--- src/assert_macros.svh ---
// Assertion macros shared by the decoder RTL.
`ifndef ASSERT_MACROS_SVH
`define ASSERT_MACROS_SVH

// Property checked on every rising edge, held off while reset is asserted.
`define ASSERT_CLK(lbl, prop, msg) \
  lbl: assert property (@(posedge clk) disable iff (!rst_n) (prop)) else $error(msg);

// Property checked on every rising edge, reset included.
`define ASSERT_ALWAYS(lbl, prop, msg) \
  lbl: assert property (@(posedge clk) (prop)) else $error(msg);

`endif

--- src/irpwd_pkg.sv ---
`timescale 1ns / 1ps
`default_nettype none

package irpwd_pkg;

  // Field widths.
  localparam int unsigned TimeW  = 32;
  localparam int unsigned CodeW  = 32;
  localparam int unsigned BoundW = 16;
  localparam int unsigned KeyW   = 2;
  localparam int unsigned CfgIdxW = 4;

  // Packed stream widths, padded to whole bytes.
  localparam int unsigned InDataW  = 40;
  localparam int unsigned OutDataW = 40;

  // Configuration register indexes.
  localparam logic [CfgIdxW-1:0] REG_LEADER_PULSE_MIN = 4'd0;
  localparam logic [CfgIdxW-1:0] REG_LEADER_PULSE_MAX = 4'd1;
  localparam logic [CfgIdxW-1:0] REG_LEADER_SPACE_MIN = 4'd2;
  localparam logic [CfgIdxW-1:0] REG_LEADER_SPACE_MAX = 4'd3;
  localparam logic [CfgIdxW-1:0] REG_SHORT_MIN        = 4'd4;
  localparam logic [CfgIdxW-1:0] REG_SHORT_MAX        = 4'd5;
  localparam logic [CfgIdxW-1:0] REG_LONG_MIN         = 4'd6;
  localparam logic [CfgIdxW-1:0] REG_LONG_MAX         = 4'd7;

  // Reset values of the timing windows, in microseconds.
  localparam logic [BoundW-1:0] RST_LEADER_PULSE_MIN = 16'd8500;
  localparam logic [BoundW-1:0] RST_LEADER_PULSE_MAX = 16'd9500;
  localparam logic [BoundW-1:0] RST_LEADER_SPACE_MIN = 16'd4000;
  localparam logic [BoundW-1:0] RST_LEADER_SPACE_MAX = 16'd5000;
  localparam logic [BoundW-1:0] RST_SHORT_MIN        = 16'd510;
  localparam logic [BoundW-1:0] RST_SHORT_MAX        = 16'd610;
  localparam logic [BoundW-1:0] RST_LONG_MIN         = 16'd1580;
  localparam logic [BoundW-1:0] RST_LONG_MAX         = 16'd1780;

  // Known key codes and their report values.
  localparam logic [CodeW-1:0] CODE_VOL_DOWN = 32'h4BB6C03F;
  localparam logic [CodeW-1:0] CODE_VOL_UP   = 32'h4BB640BF;
  localparam logic [CodeW-1:0] CODE_MUTE     = 32'h4BB6A05F;

  localparam logic [KeyW-1:0] KEY_NONE     = 2'd0;
  localparam logic [KeyW-1:0] KEY_VOL_DOWN = 2'd1;
  localparam logic [KeyW-1:0] KEY_VOL_UP   = 2'd2;
  localparam logic [KeyW-1:0] KEY_MUTE     = 2'd3;

  // Timing window bounds handed from the register file to the decoder.
  typedef struct packed {
    logic [BoundW-1:0] leader_pulse_min;
    logic [BoundW-1:0] leader_pulse_max;
    logic [BoundW-1:0] leader_space_min;
    logic [BoundW-1:0] leader_space_max;
    logic [BoundW-1:0] short_min;
    logic [BoundW-1:0] short_max;
    logic [BoundW-1:0] long_min;
    logic [BoundW-1:0] long_max;
  } irpwd_win_t;

  // A duration lies strictly between lo and hi; a negative duration never does.
  // Since hi fits in 16 bits, any match has the upper duration bits all zero.
  function automatic logic in_window(input logic [TimeW-1:0] dur,
                                     input logic [BoundW-1:0] lo,
                                     input logic [BoundW-1:0] hi);
    logic upper_zero;
    upper_zero = (dur[TimeW-1:BoundW] == '0);
    return upper_zero && (dur[BoundW-1:0] > lo) && (dur[BoundW-1:0] < hi);
  endfunction

endpackage

`default_nettype wire

--- src/ir_pulse_width_decoder.sv ---
// IR pulse-width decoder for NEC-style remote control frames.
// Input stream (in_*): one transaction per line edge or frame end. in_tuser is
// the command (0 = line edge, 1 = frame end); in_tdata carries the edge's
// microsecond timestamp and the line level read just after it.
// Output stream (out_*): one transaction per frame end, carrying the 32-bit code
// (first received bit most significant) and the matched key (0 none,
// 1 volume down, 2 volume up, 3 mute). Line edges produce no output.
// Configuration (cfg_*): eight 16-bit exclusive window bounds, indexes 0 to 7;
// other indexes are ignored. cfg_ready is always high; write only while idle.
// Timing: an accepted transaction is registered, decoded from the input register
// and a frame end's report is registered for out_*. One transaction is accepted per
// cycle unless a frame end is stalled; the decode is a single subtract and a few
// compares between the input register and the state/result registers.
// Reset clears the decoder state and reloads the standard NEC windows.
// When the receiver stalls, a frame report waits in the output register while
// line edges keep flowing; a second frame end waits in the input register.
`timescale 1ns / 1ps
`default_nettype none
`include "assert_macros.svh"

module ir_pulse_width_decoder
  import irpwd_pkg::*;
(
  input  wire logic                clk,
  input  wire logic                rst_n,
  // Input stream: tdata = {pad, line_level[32], edge_time[31:0]}; tuser = command.
  input  wire logic                in_tvalid,
  output logic                     in_tready,
  input  wire logic [InDataW-1:0]  in_tdata,
  input  wire logic                in_tuser,
  // Output stream: tdata = {pad, key_match[33:32], code_word[31:0]}.
  output logic                     out_tvalid,
  input  wire logic                out_tready,
  output logic [OutDataW-1:0]      out_tdata,
  // Configuration write channel.
  input  wire logic                cfg_valid,
  output logic                     cfg_ready,
  input  wire logic [CfgIdxW-1:0]  cfg_index,
  input  wire logic [BoundW-1:0]   cfg_data
);

  irpwd_win_t       win;
  logic             st_valid_r, st_valid_nxt;
  logic             st_cmd_r;
  logic [TimeW-1:0] st_time_r;
  logic             st_level_r;
  logic             out_valid_r, out_valid_nxt;
  logic [CodeW-1:0] out_code_r;
  logic [KeyW-1:0]  out_key_r;
  logic [CodeW-1:0] rslt_code;
  logic [KeyW-1:0]  rslt_key;
  logic             out_free;
  logic             advance;
  logic             in_fire;

  assign cfg_ready = 1'b1;

  irpwd_cfg u_cfg (
    .clk      (clk),
    .rst_n    (rst_n),
    .wr_en    (cfg_valid),
    .wr_index (cfg_index),
    .wr_data  (cfg_data),
    .win      (win)
  );

  // A registered item moves on unless it is a frame end facing a full output.
  assign out_free  = !out_valid_r || out_tready;
  assign advance   = st_valid_r && (!st_cmd_r || out_free);
  assign in_tready = !st_valid_r || advance;
  assign in_fire   = in_tvalid && in_tready;

  irpwd_core u_core (
    .clk        (clk),
    .rst_n      (rst_n),
    .fire       (advance),
    .cmd_end    (st_cmd_r),
    .edge_time  (st_time_r),
    .line_level (st_level_r),
    .win        (win),
    .rslt_code  (rslt_code),
    .rslt_key   (rslt_key)
  );

  // Input register control.
  always_comb begin
    st_valid_nxt = st_valid_r;
    if (in_fire) st_valid_nxt = 1'b1;
    else if (advance) st_valid_nxt = 1'b0;
  end

  // Output register control.
  always_comb begin
    out_valid_nxt = out_valid_r;
    if (advance && st_cmd_r) out_valid_nxt = 1'b1;
    else if (out_tready) out_valid_nxt = 1'b0;
  end

  always_ff @(posedge clk) begin
    if (!rst_n) begin
      st_valid_r  <= 1'b0;
      out_valid_r <= 1'b0;
    end else begin
      st_valid_r  <= st_valid_nxt;
      out_valid_r <= out_valid_nxt;
    end
  end

  // Payload registers.
  always_ff @(posedge clk) begin
    if (in_fire) begin
      st_cmd_r   <= in_tuser;
      st_time_r  <= in_tdata[TimeW-1:0];
      st_level_r <= in_tdata[TimeW];
    end
    if (advance && st_cmd_r) begin
      out_code_r <= rslt_code;
      out_key_r  <= rslt_key;
    end
  end

  assign out_tvalid = out_valid_r;
  assign out_tdata  = {{(OutDataW - CodeW - KeyW){1'b0}}, out_key_r, out_code_r};

  `ASSERT_CLK(a_end_reports, (advance && st_cmd_r) |=> out_tvalid, "frame end produced no report")
  `ASSERT_CLK(a_stall_holds_item, (st_valid_r && !advance) |=> st_valid_r, "stalled item was lost")
  `ASSERT_ALWAYS(a_ready_when_empty, (rst_n && !st_valid_r) |-> in_tready, "input stalled with an empty input register")

endmodule

`default_nettype wire

--- src/irpwd_cfg.sv ---
`timescale 1ns / 1ps
`default_nettype none

module irpwd_cfg
  import irpwd_pkg::*;
(
  input  wire logic               clk,
  input  wire logic               rst_n,
  input  wire logic               wr_en,
  input  wire logic [CfgIdxW-1:0] wr_index,
  input  wire logic [BoundW-1:0]  wr_data,
  output irpwd_win_t              win
);

  irpwd_win_t win_r;
  irpwd_win_t win_nxt;

  // Decode the register index; indexes past the list are dropped.
  always_comb begin
    win_nxt = win_r;
    if (wr_en) begin
      case (wr_index)
        REG_LEADER_PULSE_MIN: win_nxt.leader_pulse_min = wr_data;
        REG_LEADER_PULSE_MAX: win_nxt.leader_pulse_max = wr_data;
        REG_LEADER_SPACE_MIN: win_nxt.leader_space_min = wr_data;
        REG_LEADER_SPACE_MAX: win_nxt.leader_space_max = wr_data;
        REG_SHORT_MIN:        win_nxt.short_min        = wr_data;
        REG_SHORT_MAX:        win_nxt.short_max        = wr_data;
        REG_LONG_MIN:         win_nxt.long_min         = wr_data;
        REG_LONG_MAX:         win_nxt.long_max         = wr_data;
        default: begin
        end
      endcase
    end
  end

  // Bounds come up at the standard NEC timing.
  always_ff @(posedge clk) begin
    if (!rst_n) begin
      win_r.leader_pulse_min <= RST_LEADER_PULSE_MIN;
      win_r.leader_pulse_max <= RST_LEADER_PULSE_MAX;
      win_r.leader_space_min <= RST_LEADER_SPACE_MIN;
      win_r.leader_space_max <= RST_LEADER_SPACE_MAX;
      win_r.short_min        <= RST_SHORT_MIN;
      win_r.short_max        <= RST_SHORT_MAX;
      win_r.long_min         <= RST_LONG_MIN;
      win_r.long_max         <= RST_LONG_MAX;
    end else begin
      win_r <= win_nxt;
    end
  end

  assign win = win_r;

endmodule

`default_nettype wire

--- src/irpwd_core.sv ---
`timescale 1ns / 1ps
`default_nettype none
`include "assert_macros.svh"

module irpwd_core
  import irpwd_pkg::*;
(
  input  wire logic             clk,
  input  wire logic             rst_n,
  input  wire logic             fire,
  input  wire logic             cmd_end,
  input  wire logic [TimeW-1:0] edge_time,
  input  wire logic             line_level,
  input  wire irpwd_win_t       win,
  output logic [CodeW-1:0]      rslt_code,
  output logic [KeyW-1:0]       rslt_key
);

  typedef enum logic [1:0] {
    PH_LEADER_PULSE,
    PH_LEADER_SPACE,
    PH_BIT_PULSE,
    PH_BIT_SPACE
  } phase_t;

  phase_t           phase_r, phase_nxt;
  logic [TimeW-1:0] last_time_r, last_time_nxt;
  logic             have_ref_r, have_ref_nxt;
  logic             halted_r, halted_nxt;
  logic [CodeW-1:0] shift_code_r, shift_code_nxt;
  logic [TimeW-1:0] dur;
  logic             win_lp, win_ls, win_short, win_long;

  // Duration since the previous edge, wrapping.
  assign dur = edge_time - last_time_r;

  assign win_lp    = in_window(dur, win.leader_pulse_min, win.leader_pulse_max);
  assign win_ls    = in_window(dur, win.leader_space_min, win.leader_space_max);
  assign win_short = in_window(dur, win.short_min, win.short_max);
  assign win_long  = in_window(dur, win.long_min, win.long_max);

  // Phase machine: advance on a matching edge, freeze on the first mismatch.
  always_comb begin
    phase_nxt      = phase_r;
    last_time_nxt  = last_time_r;
    have_ref_nxt   = have_ref_r;
    halted_nxt     = halted_r;
    shift_code_nxt = shift_code_r;
    if (fire) begin
      if (cmd_end) begin
        phase_nxt      = PH_LEADER_PULSE;
        last_time_nxt  = '0;
        have_ref_nxt   = 1'b0;
        halted_nxt     = 1'b0;
        shift_code_nxt = '0;
      end else if (!have_ref_r) begin
        last_time_nxt = edge_time;
        have_ref_nxt  = 1'b1;
      end else begin
        last_time_nxt = edge_time;
        if (!halted_r) begin
          case (phase_r)
            PH_LEADER_PULSE: begin
              if (line_level && win_lp) phase_nxt = PH_LEADER_SPACE;
              else halted_nxt = 1'b1;
            end
            PH_LEADER_SPACE: begin
              if (!line_level && win_ls) phase_nxt = PH_BIT_PULSE;
              else halted_nxt = 1'b1;
            end
            PH_BIT_PULSE: begin
              if (line_level && win_short) phase_nxt = PH_BIT_SPACE;
              else halted_nxt = 1'b1;
            end
            default: begin
              // The short window wins where the two overlap.
              if (!line_level && win_short) begin
                shift_code_nxt = {shift_code_r[CodeW-2:0], 1'b0};
                phase_nxt      = PH_BIT_PULSE;
              end else if (!line_level && win_long) begin
                shift_code_nxt = {shift_code_r[CodeW-2:0], 1'b1};
                phase_nxt      = PH_BIT_PULSE;
              end else begin
                halted_nxt = 1'b1;
              end
            end
          endcase
        end
      end
    end
  end

  always_ff @(posedge clk) begin
    if (!rst_n) begin
      phase_r      <= PH_LEADER_PULSE;
      last_time_r  <= '0;
      have_ref_r   <= 1'b0;
      halted_r     <= 1'b0;
      shift_code_r <= '0;
    end else begin
      phase_r      <= phase_nxt;
      last_time_r  <= last_time_nxt;
      have_ref_r   <= have_ref_nxt;
      halted_r     <= halted_nxt;
      shift_code_r <= shift_code_nxt;
    end
  end

  // Frame report built from the code held before the frame end clears it.
  assign rslt_code = shift_code_r;

  always_comb begin
    if (shift_code_r == CODE_VOL_DOWN) rslt_key = KEY_VOL_DOWN;
    else if (shift_code_r == CODE_VOL_UP) rslt_key = KEY_VOL_UP;
    else if (shift_code_r == CODE_MUTE) rslt_key = KEY_MUTE;
    else rslt_key = KEY_NONE;
  end

  `ASSERT_CLK(a_halt_freezes, (halted_r && !(fire && cmd_end)) |=> ($stable(phase_r) && $stable(shift_code_r) && halted_r), "halted decoder changed its code or phase")
  `ASSERT_CLK(a_end_clears, (fire && cmd_end) |=> (!have_ref_r && !halted_r && shift_code_r == '0), "frame end did not clear the decoder")
  `ASSERT_CLK(a_ref_first, (!have_ref_r) |-> (phase_r == PH_LEADER_PULSE && !halted_r), "decoder left its first phase without a reference edge")

endmodule

`default_nettype wire

--- config.mk ---
export PLATFORM = sky130hd
export DESIGN_NAME = ir_pulse_width_decoder
export DESIGN_NICKNAME = d
export VERILOG_FILES = /design/src/irpwd_pkg.sv /design/src/ir_pulse_width_decoder.sv /design/src/irpwd_cfg.sv /design/src/irpwd_core.sv
export VERILOG_INCLUDE_DIRS = /design/src /design/src/src
export SDC_FILE = /design/constraint.sdc
export NUM_CORES = 1
export LEC_CHECK = 0
export BUFFER_PORTS_ARGS = -buffer_cell sky130_fd_sc_hd__buf_4
export CELL_PAD_IN_SITES_DETAIL_PLACEMENT = 1
export CELL_PAD_IN_SITES_GLOBAL_PLACEMENT = 1
export CORE_UTILIZATION = 52
export CTS_BUF_LIST = sky130_fd_sc_hd__clkbuf_4
export CTS_CLUSTER_DIAMETER = 60
export DETAILED_ROUTE_END_ITERATION = 6
export PLACE_DENSITY = 0.86
export REMOVE_ABC_BUFFERS = 1
export SLEW_MARGIN = 20
export SYNTH_ARGS = -nofsm -noshare
export SYNTH_HDL_FRONTEND = slang
export SYNTH_SLANG_ARGS = --single-unit
--- constraint.sdc ---
create_clock -name clk -period 12.4 [get_ports clk]
set_clock_uncertainty 0.15 [all_clocks]
set_input_delay 0.62 -clock clk [delete_from_list [all_inputs] [get_ports clk]]
set_output_delay 0.62 -clock clk [all_outputs]
set_load 0.01 [all_outputs]
# --- Word-level counts from Yosys, hierarchy flattened ---
# Index checks and enable logic that the tools add are counted.
word_totals:
  out_inout_bits: 43
  wordCells: 121
  ff_bits: 266
classes:
  n_reduce_logical: 43
  n_eq_ne: 17
  magnitude_cmp: 8
  add_sub_neg: 1
  n_mux: 32
ops:
  columns: ["op", "count"]
  rows:
  - ["$mux W32", 7]
  - ["$eq A32 B31 Y1 const B", 3]
  - ["$gt A16 B16 Y1", 4]
  - ["$lt A16 B16 Y1", 4]
  - ["$sub A32 B32 Y32", 1]
  - ["$mux W2", 10]
  - ["$reduce_and A2 Y1", 9]
  - ["$eq A4 B3 Y1 const B", 4]
  - ["$logic_and A1 B1 Y1", 16]
  - ["$logic_not A16 Y1", 1]
  - ["$mux W1", 13]
  - ["$ne A3 B2 Y1 const B", 3]
  - ["$eq A4 B2 Y1 const B", 2]
  - ["$reduce_and A7 Y1", 1]
  - ["$pmux W2 S3", 1]
  - ["$reduce_bool A2 Y1", 3]
  - ["$reduce_bool A6 Y1", 1]
  - ["$reduce_and A5 Y1", 1]
  - ["$eq A4 B1 Y1 const B", 1]
  - ["$logic_not A1 Y1", 4]
  - ["$logic_not A4 Y1", 1]
  - ["$logic_or A1 B1 Y1", 3]
  - ["$pmux W1 S3", 1]
  - ["$reduce_bool A3 Y1", 1]
  - ["other kinds (6)", 6]

# --- Logic depth before layout (Yosys ltp) ---
logic_depth:
  word_depth: 11
  depth_mapped: 21
  depth_no_buf: 20

# --- Cells and area by module ---
# A second synthesis with hierarchy kept.
hier_totals:
  cells_unflattened: 1753
  area_unflattened_um2: 16123.0
by_module_without_submodules:
  columns: ["mod", "instances", "area_per_inst_um2", "cells_per_inst"]
  rows:
  - ["irpwd_core", 1, 8988.6, 1171]
  - ["irpwd_cfg", 1, 4914.7, 493]
  - ["ir_pulse_width_decoder", 1, 2219.6, 89]

# --- Least setup slack after synthesis ---
# No wires, ideal clock.
synth_timing:
  path_kind: "register to register"
  start: "register st_time_r[0]"
  end: "register u_core.shift_code_r[10] (netlist: u_core.rslt_code[10])"
  stages_incl_launch_ff: 21
  period_less_slack_ps: 4801
  setup_slack_ps: 7599
  t_required_ps: 12132
  setup_time_ps: 118
  arrival_time_ps: 4533
  cell_sequence: "edfxtp_1 inv_1 ha_1 fa_1 nand2b_1 a21o_1 a211o_1 and2_2 o21ai_0 xor2_1 ha_1 and4_1 and3_1 a221oi_1 nand3_1 o31a_1 nand4b_1 o21a_1 clkbuf_1 a22oi_1 nor2b_1"
synth_via:
  elab_chain_len: 10
synth_rtl:
  columns: ["element", "line_no", "text"]
  rows:
  - ["start, declared", "ir_pulse_width_decoder.sv:45", "logic [TimeW-1:0] st_time_r;"]
  - ["start signal, assigned", "ir_pulse_width_decoder.sv:113", "st_time_r <= in_tdata[TimeW-1:0];"]
  - ["$sub A32 B32 Y32 *", "irpwd_core.sv:35", "assign dur = edge_time - last_time_r;"]
  - ["$gt A16 B16 Y1 or $logic_not A16 Y1 (tied branches)", "irpwd_pkg.sv:66, irpwd_pkg.sv:65", null]
  - ["$logic_and A1 B1 Y1 (2 in a row)", "irpwd_pkg.sv:66", "return upper_zero && (dur[BoundW-1:0] > lo) && (dur[BoundW-1:0] < hi);"]
  - ["$logic_and A1 B1 Y1", "irpwd_core.sv:77", "if (!line_level && win_short) begin"]
  - ["$mux W32", "irpwd_core.sv:77", null]
  - ["$mux W32", "irpwd_core.sv:62", "case (phase_r)"]
  - ["$mux W32", "irpwd_core.sv:61", "if (!halted_r) begin"]
  - ["$mux W32", "irpwd_core.sv:56", "end else if (!have_ref_r) begin"]
  - ["$mux W32", "irpwd_core.sv:50", "if (cmd_end) begin"]
  - ["end signal, assigned", "irpwd_core.sv:105", "shift_code_r <= shift_code_nxt;"]
  - ["end, declared", "irpwd_core.sv:30", "logic [CodeW-1:0] shift_code_r, shift_code_nxt;"]
# Mark *: on every way between the ends. The rest lies on a longest branch, timed or not. The select of a mux whose other input is x is not followed.
# A chain may end at the register's enable or synchronous reset.

# --- Worst setup path in the final report ---
layout_timing:
  start: "register st_time_r[0]"
  end: "register u_core.shift_code_r[29] (netlist: u_core.rslt_code[29])"
# The elaborated chain is that of the path after synthesis.

==> results by stage <==
Run status:
- The run finished with clean final reports.

Pwr:
- The power density of the placed cells is 128 nW/um^2.
- After layout, the design draws a total of 2.23 mW.
- The worst-case IR drop observed on VDD is 0.0000685 V.
- The analysis attributes to cell leakage a power of 7.01 nW.

Setup path:
- Among cell families on the critical path, the largest total delay comes from compound AO/OA/AOI/OAI gates.
- On the worst path, the slowest cell contributes a delay of 0.58 ns.
- The signal on the critical path passes through inv_1, ha_1, fa_1, nand2b_1, a21o_1, a211o_1, and2_2, xnor2_1, buf_4, ha_1, and4_1, a221o_1, a221oi_1, o21ai_0, nand3_1, o31a_1, nand4b_1, o21a_2, a22oi_1, nor2b_1.
- The worst-path cell with the longest stage delay is sky130_fd_sc_hd__o21a_2.
- The startpoint kind of the worst setup timing path is a register.
- The number of buffers and inverters on the critical path is 2.
- The worst setup path is captured at a register.
- The logic depth of the worst path, buffers included is 20.
- The setup path with the least slack is of type reg -> reg.
- The required time at the worst-slack endpoint is 12.84 ns.
- By instance count, the cell type seen most on the critical path is sky130_fd_sc_hd__ha_1.
- In this run the critical register-to-register path is captured at u_core.rslt_code[29].
- For flop-to-flop paths, the worst setup slack is 6.70 ns.
- The worst reg2reg path startpoint is st_time_r[0].
- The depth of the worst register-to-register path is 20.
- The arrival time reported for the critical path endpoint is 6.14 ns.
- In this run the worst path has a maximum fanout of 32.

Global route:
- The global-route congestion overflow total is 0.
- The via count of the first global-routing pass is 13900.
- The first global-routing pass estimated 71300 um of wire.
- The overall global routing resource usage is 0.294.
- Entering global routing, the biggest net connects about 110 pins.
- The number of antenna violations at the first check in global routing is 1.

CTS:
- The insertion delay to the later sink of the worst-skew pair is ~0.71 ns.
- The number of H-tree levels is 3.
- CTS placed an instance of sky130_fd_sc_hd__clkbuf_4 at the clock tree root.
- The maximum clock path buffer count is 3.
- The number of gates resized after CTS was 0.
- The clock tree from TritonCTS is done.
- The number of clock buffers inserted by TritonCTS is 77.
- Buffers inserted to repair hold after CTS numbered 34.
- Clock-pin slew was measured on the worst setup and hold paths at 0.07 ns.
- The clock net in this run drives a total of 266 sinks.
- The post-CTS setup buffer count is 0.

Cells and area:
- Leaving out fill and tap cells, the most frequent cells in the layout are sky130_fd_sc_hd__nand2_1 (287), sky130_fd_sc_hd__dfxtp_1 (198), sky130_fd_sc_hd__inv_1 (170).
- The most common library cell in the layout ignoring fill and taps is sky130_fd_sc_hd__nand2_1.
- Fill cells in the final layout number 3353.
- The number of nets in the layout is 2055.
- The layout overhead on the synthesized area is 15.0%.
- The footprint of the multi-input gates is 8000 um^2.
- Of the cells placed in the final design, the portion with a size suffix greater than 1 is 0.142.
- The combined flip-flop and latch cell area is 6010 um^2.
- Measured on the finished design, the core utilization comes to 0.607.

Timing:
- The transition time at the pin with the least slew margin is around 1.1 ns.
- The number of hold violations in the final report is 0.
- The final worst-path setup slack is ~6.7 ns.
- Counting I/O delays and the setup requirement, the final critical path takes 5.70 ns.
- Static timing analysis puts the maximum clock frequency at 176 MHz.
- The ratio of final minimum period to clock period is 0.459.
- In this run the tightest slew margin relative to its limit is 0.273.
- The max-slew violation total from the final report was 0.
- Setup violations remaining at the end of the flow were counted as 0.
- Setup repair after global routing left no endpoint under its margin.
- The final total negative setup slack is 0 ns.

Die:
- The effective utilization at floorplan is 0.528.
- Pin placement for this block handled around 110 I/O pins.
- The floorplan step set the die height to ~170 um.
- In this run the core area contains between 60 and 70 standard-cell rows.
- The chip width is roughly 170 um.
- The area of the core region is between 20000 and 30000 um^2.
- The die covers 29800 um^2.

Yosys:
- For this run, the register share of the synthesized area comes to 0.396.
- Each instance of the synthesized netlist takes up on average 8.92 um^2.
- Of the post-synthesis cell area, the dominant cell type holds 0.262.
- The flip-flop cell with the highest count after synthesis is sky130_fd_sc_hd__dfxtp_1.
- By area the synthesized netlist is led by sky130_fd_sc_hd__dfxtp_1 (26%), sky130_fd_sc_hd__edfxtp_1 (13%), sky130_fd_sc_hd__ha_1 (13%).
- Counting every instance in the synthesized netlist gives around 1700.
- For this run, the number of Yosys warnings is 0.
- The number of flip-flops and latches in the synthesized netlist is 266.
- Yosys mapped a number of flops with a built-in enable equal to 68.
- The number of library cell types mapped by synthesis is 78.
- The synthesized netlist occupies a cell area of 15200 um^2.
- The cell type with the largest total area after synthesis is sky130_fd_sc_hd__dfxtp_1.
- Counting flops with an async set or reset pin after synthesis yields a share of 0.

Detailed routing:
- The starting DRC count in detailed routing is 804.
- The total detailed-routing wirelength is 43800 um.
- The remaining antenna violation count is 0.
- The first detailed-routing pass ran for 5 iterations.
- The detailed router placed 13200 vias in this run.
- The average vias per placed instance is 5.79.
- Dividing the detail-routed wire length by the instance count gives 19.2 um.
- The final routed DRC violation total is 0.

Place:
- The number of buffer cells added on primary ports is 94.
- OpenSTA, run right after detailed placement, puts the worst setup slack at 6.45 ns.
- Detailed placement ended at an HPWL of 29700 um.
- The congestion estimate from routability-driven global placement came to 0.869.

Flow run:
- Max-cap violations in this run came to 0.

Min path:
- The path class of the lowest-slack min-delay path is in -> reg.
- In this run the most critical hold path is launched from cfg_data[6].
- The endpoint of the worst hold-timing path is u_cfg.win[22].
- The cell count of the worst hold path is 3.
==> registers in the layout, indices dropped and copies added, names as in the netlist, 2 cells and up <==
| name | cells |
|---|---|
| u_cfg.win | 128 |
| out_code_r | 32 |
| st_time_r | 32 |
| u_core.last_time_r | 32 |
| u_core.rslt_code | 32 |
| out_key_r | 2 |
| u_core.phase_r | 2 |
==> layout make-up <==
cell class | instances | share of cell area
multi-input combinational | 1163 | 0.459
timing repair buffer | 151 | 0.0711
inverter | 170 | 0.0366
antenna | 1 | 0.000144
sequential | 266 | 0.345
clock inverter | 25 | 0.00991
tap | 384 | 0.0276
clock buffer | 119 | 0.0513
==> power breakdown <==
group / leakage, nW / total [mW] / switching, mW / internal [mW]
registers: 2.31 / 0.916 / 0.00957 / 0.907
logic: 4.07 / 0.420 / 0.251 / 0.169
clock network: 0.621 / 0.893 / 0.410 / 0.483
total: 7.01 / 2.23 / 0.670 / 1.56
==> worst reg2reg max path: stages, from the launching register on <==
cell                       delay [ns]
sky130_fd_sc_hd__edfxtp_1        0.34
sky130_fd_sc_hd__inv_1           0.06
sky130_fd_sc_hd__ha_1            0.22
sky130_fd_sc_hd__fa_1            0.41
sky130_fd_sc_hd__nand2b_1        0.19
sky130_fd_sc_hd__a21o_1          0.22
sky130_fd_sc_hd__a211o_1         0.33
sky130_fd_sc_hd__and2_2          0.23
sky130_fd_sc_hd__xnor2_1         0.18
sky130_fd_sc_hd__buf_4           0.24
sky130_fd_sc_hd__ha_1            0.27
sky130_fd_sc_hd__and4_1          0.23
sky130_fd_sc_hd__a221o_1         0.32
sky130_fd_sc_hd__a221oi_1        0.31
sky130_fd_sc_hd__o21ai_0         0.21
sky130_fd_sc_hd__nand3_1         0.24
sky130_fd_sc_hd__o31a_1          0.33
sky130_fd_sc_hd__nand4b_1        0.20
sky130_fd_sc_hd__o21a_2          0.58
sky130_fd_sc_hd__a22oi_1         0.19
sky130_fd_sc_hd__nor2b_1         0.15
==> worst max-delay path by stage <==
stage,startpoint,endpoint,slack (ns)
6_report,st_time_r[0],u_core.rslt_code[29],6.70
5_1_grt,st_time_r[0],u_core.rslt_code[2],6.45
4_1_cts,st_time_r[0],u_core.rslt_code[27],6.37
3_5_place_dp,st_time_r[0],u_core.rslt_code[22],6.45
3_3_place_gp,st_time_r[0],u_core.rslt_code[31],6.70
2_1_floorplan,st_time_r[0],u_core.rslt_code[0],7.35
==> Yosys cell counts, types with 3 or more instances <==
cell	count
sky130_fd_sc_hd__a22oi_1	32
sky130_fd_sc_hd__o21ai_0	42
sky130_fd_sc_hd__nor2_1	30
sky130_fd_sc_hd__edfxtp_1	68
sky130_fd_sc_hd__nand2_1	288
sky130_fd_sc_hd__nand4b_1	4
sky130_fd_sc_hd__o21ai_1	6
sky130_fd_sc_hd__and4_1	7
sky130_fd_sc_hd__nor3b_1	7
sky130_fd_sc_hd__o41ai_1	3
sky130_fd_sc_hd__nand3_1	22
sky130_fd_sc_hd__clkbuf_1	56
sky130_fd_sc_hd__o2111a_1	3
sky130_fd_sc_hd__o211ai_1	57
sky130_fd_sc_hd__nor3_1	11
sky130_fd_sc_hd__ha_1	159
sky130_fd_sc_hd__a221oi_1	5
sky130_fd_sc_hd__a221o_1	3
sky130_fd_sc_hd__o21a_1	17
sky130_fd_sc_hd__buf_6	5
sky130_fd_sc_hd__a21boi_1	3
sky130_fd_sc_hd__xor2_1	9
sky130_fd_sc_hd__a21o_1	41
sky130_fd_sc_hd__or3_1	6
sky130_fd_sc_hd__nand3b_1	35
sky130_fd_sc_hd__nor2b_1	46
sky130_fd_sc_hd__dfxtp_1	198
sky130_fd_sc_hd__nand4_1	32
sky130_fd_sc_hd__inv_1	170
sky130_fd_sc_hd__nand2b_1	11
sky130_fd_sc_hd__and3_1	5
sky130_fd_sc_hd__a21boi_0	120
sky130_fd_sc_hd__xnor2_1	9
sky130_fd_sc_hd__nor4_1	7
sky130_fd_sc_hd__a21oi_1	61
sky130_fd_sc_hd__and2_1	6
sky130_fd_sc_hd__a31oi_1	7
sky130_fd_sc_hd__o31ai_1	3
sky130_fd_sc_hd__buf_1	4
sky130_fd_sc_hd__buf_2	14
sky130_fd_sc_hd__o21bai_1	3
sky130_fd_sc_hd__a211o_1	3
sky130_fd_sc_hd__a211oi_1	12
sky130_fd_sc_hd__buf_4	23
==> per-stage QoR <==
stage          hold slack, ns  instances  instance area (um^2)
2_1_floorplan           0.273       1599                 14600
3_3_place_gp            0.301       2099                 16000
3_5_place_dp            0.295       2099                 16000
4_1_cts                0.0396       2277                 17400
5_1_grt                0.0524       2279                 17400
6_report               0.0872       2279                 17400
==> kinds of logic (layout without fill, tap and decap cells) <==
group | after synthesis | in the layout | synth area share
simple gates | 532 | 532 | 0.173
compound gates | 442 | 442 | 0.205
mux | 4 | 4 | 0.00281
flops | 266 | 266 | 0.396
fa+ha+maj | 160 | 160 | 0.133
xor+xnor | 18 | 18 | 0.0104
other cells | 2 | 8 | 0.000496
buf+inv | 274 | 465 | 0.0792
==> routing by layer <==
metal / GRT usage / vias to the layer above / share of wire
li1: - / 6263 / -
met2: 0.509 / 325 / 0.49
met1: 0.370 / 6523 / 0.44
met4: 0.103 / 0 / 0.025
met3: 0.0495 / 85 / 0.045
met5: 0 / - / 0
Power figures use the tool's default switching activity.
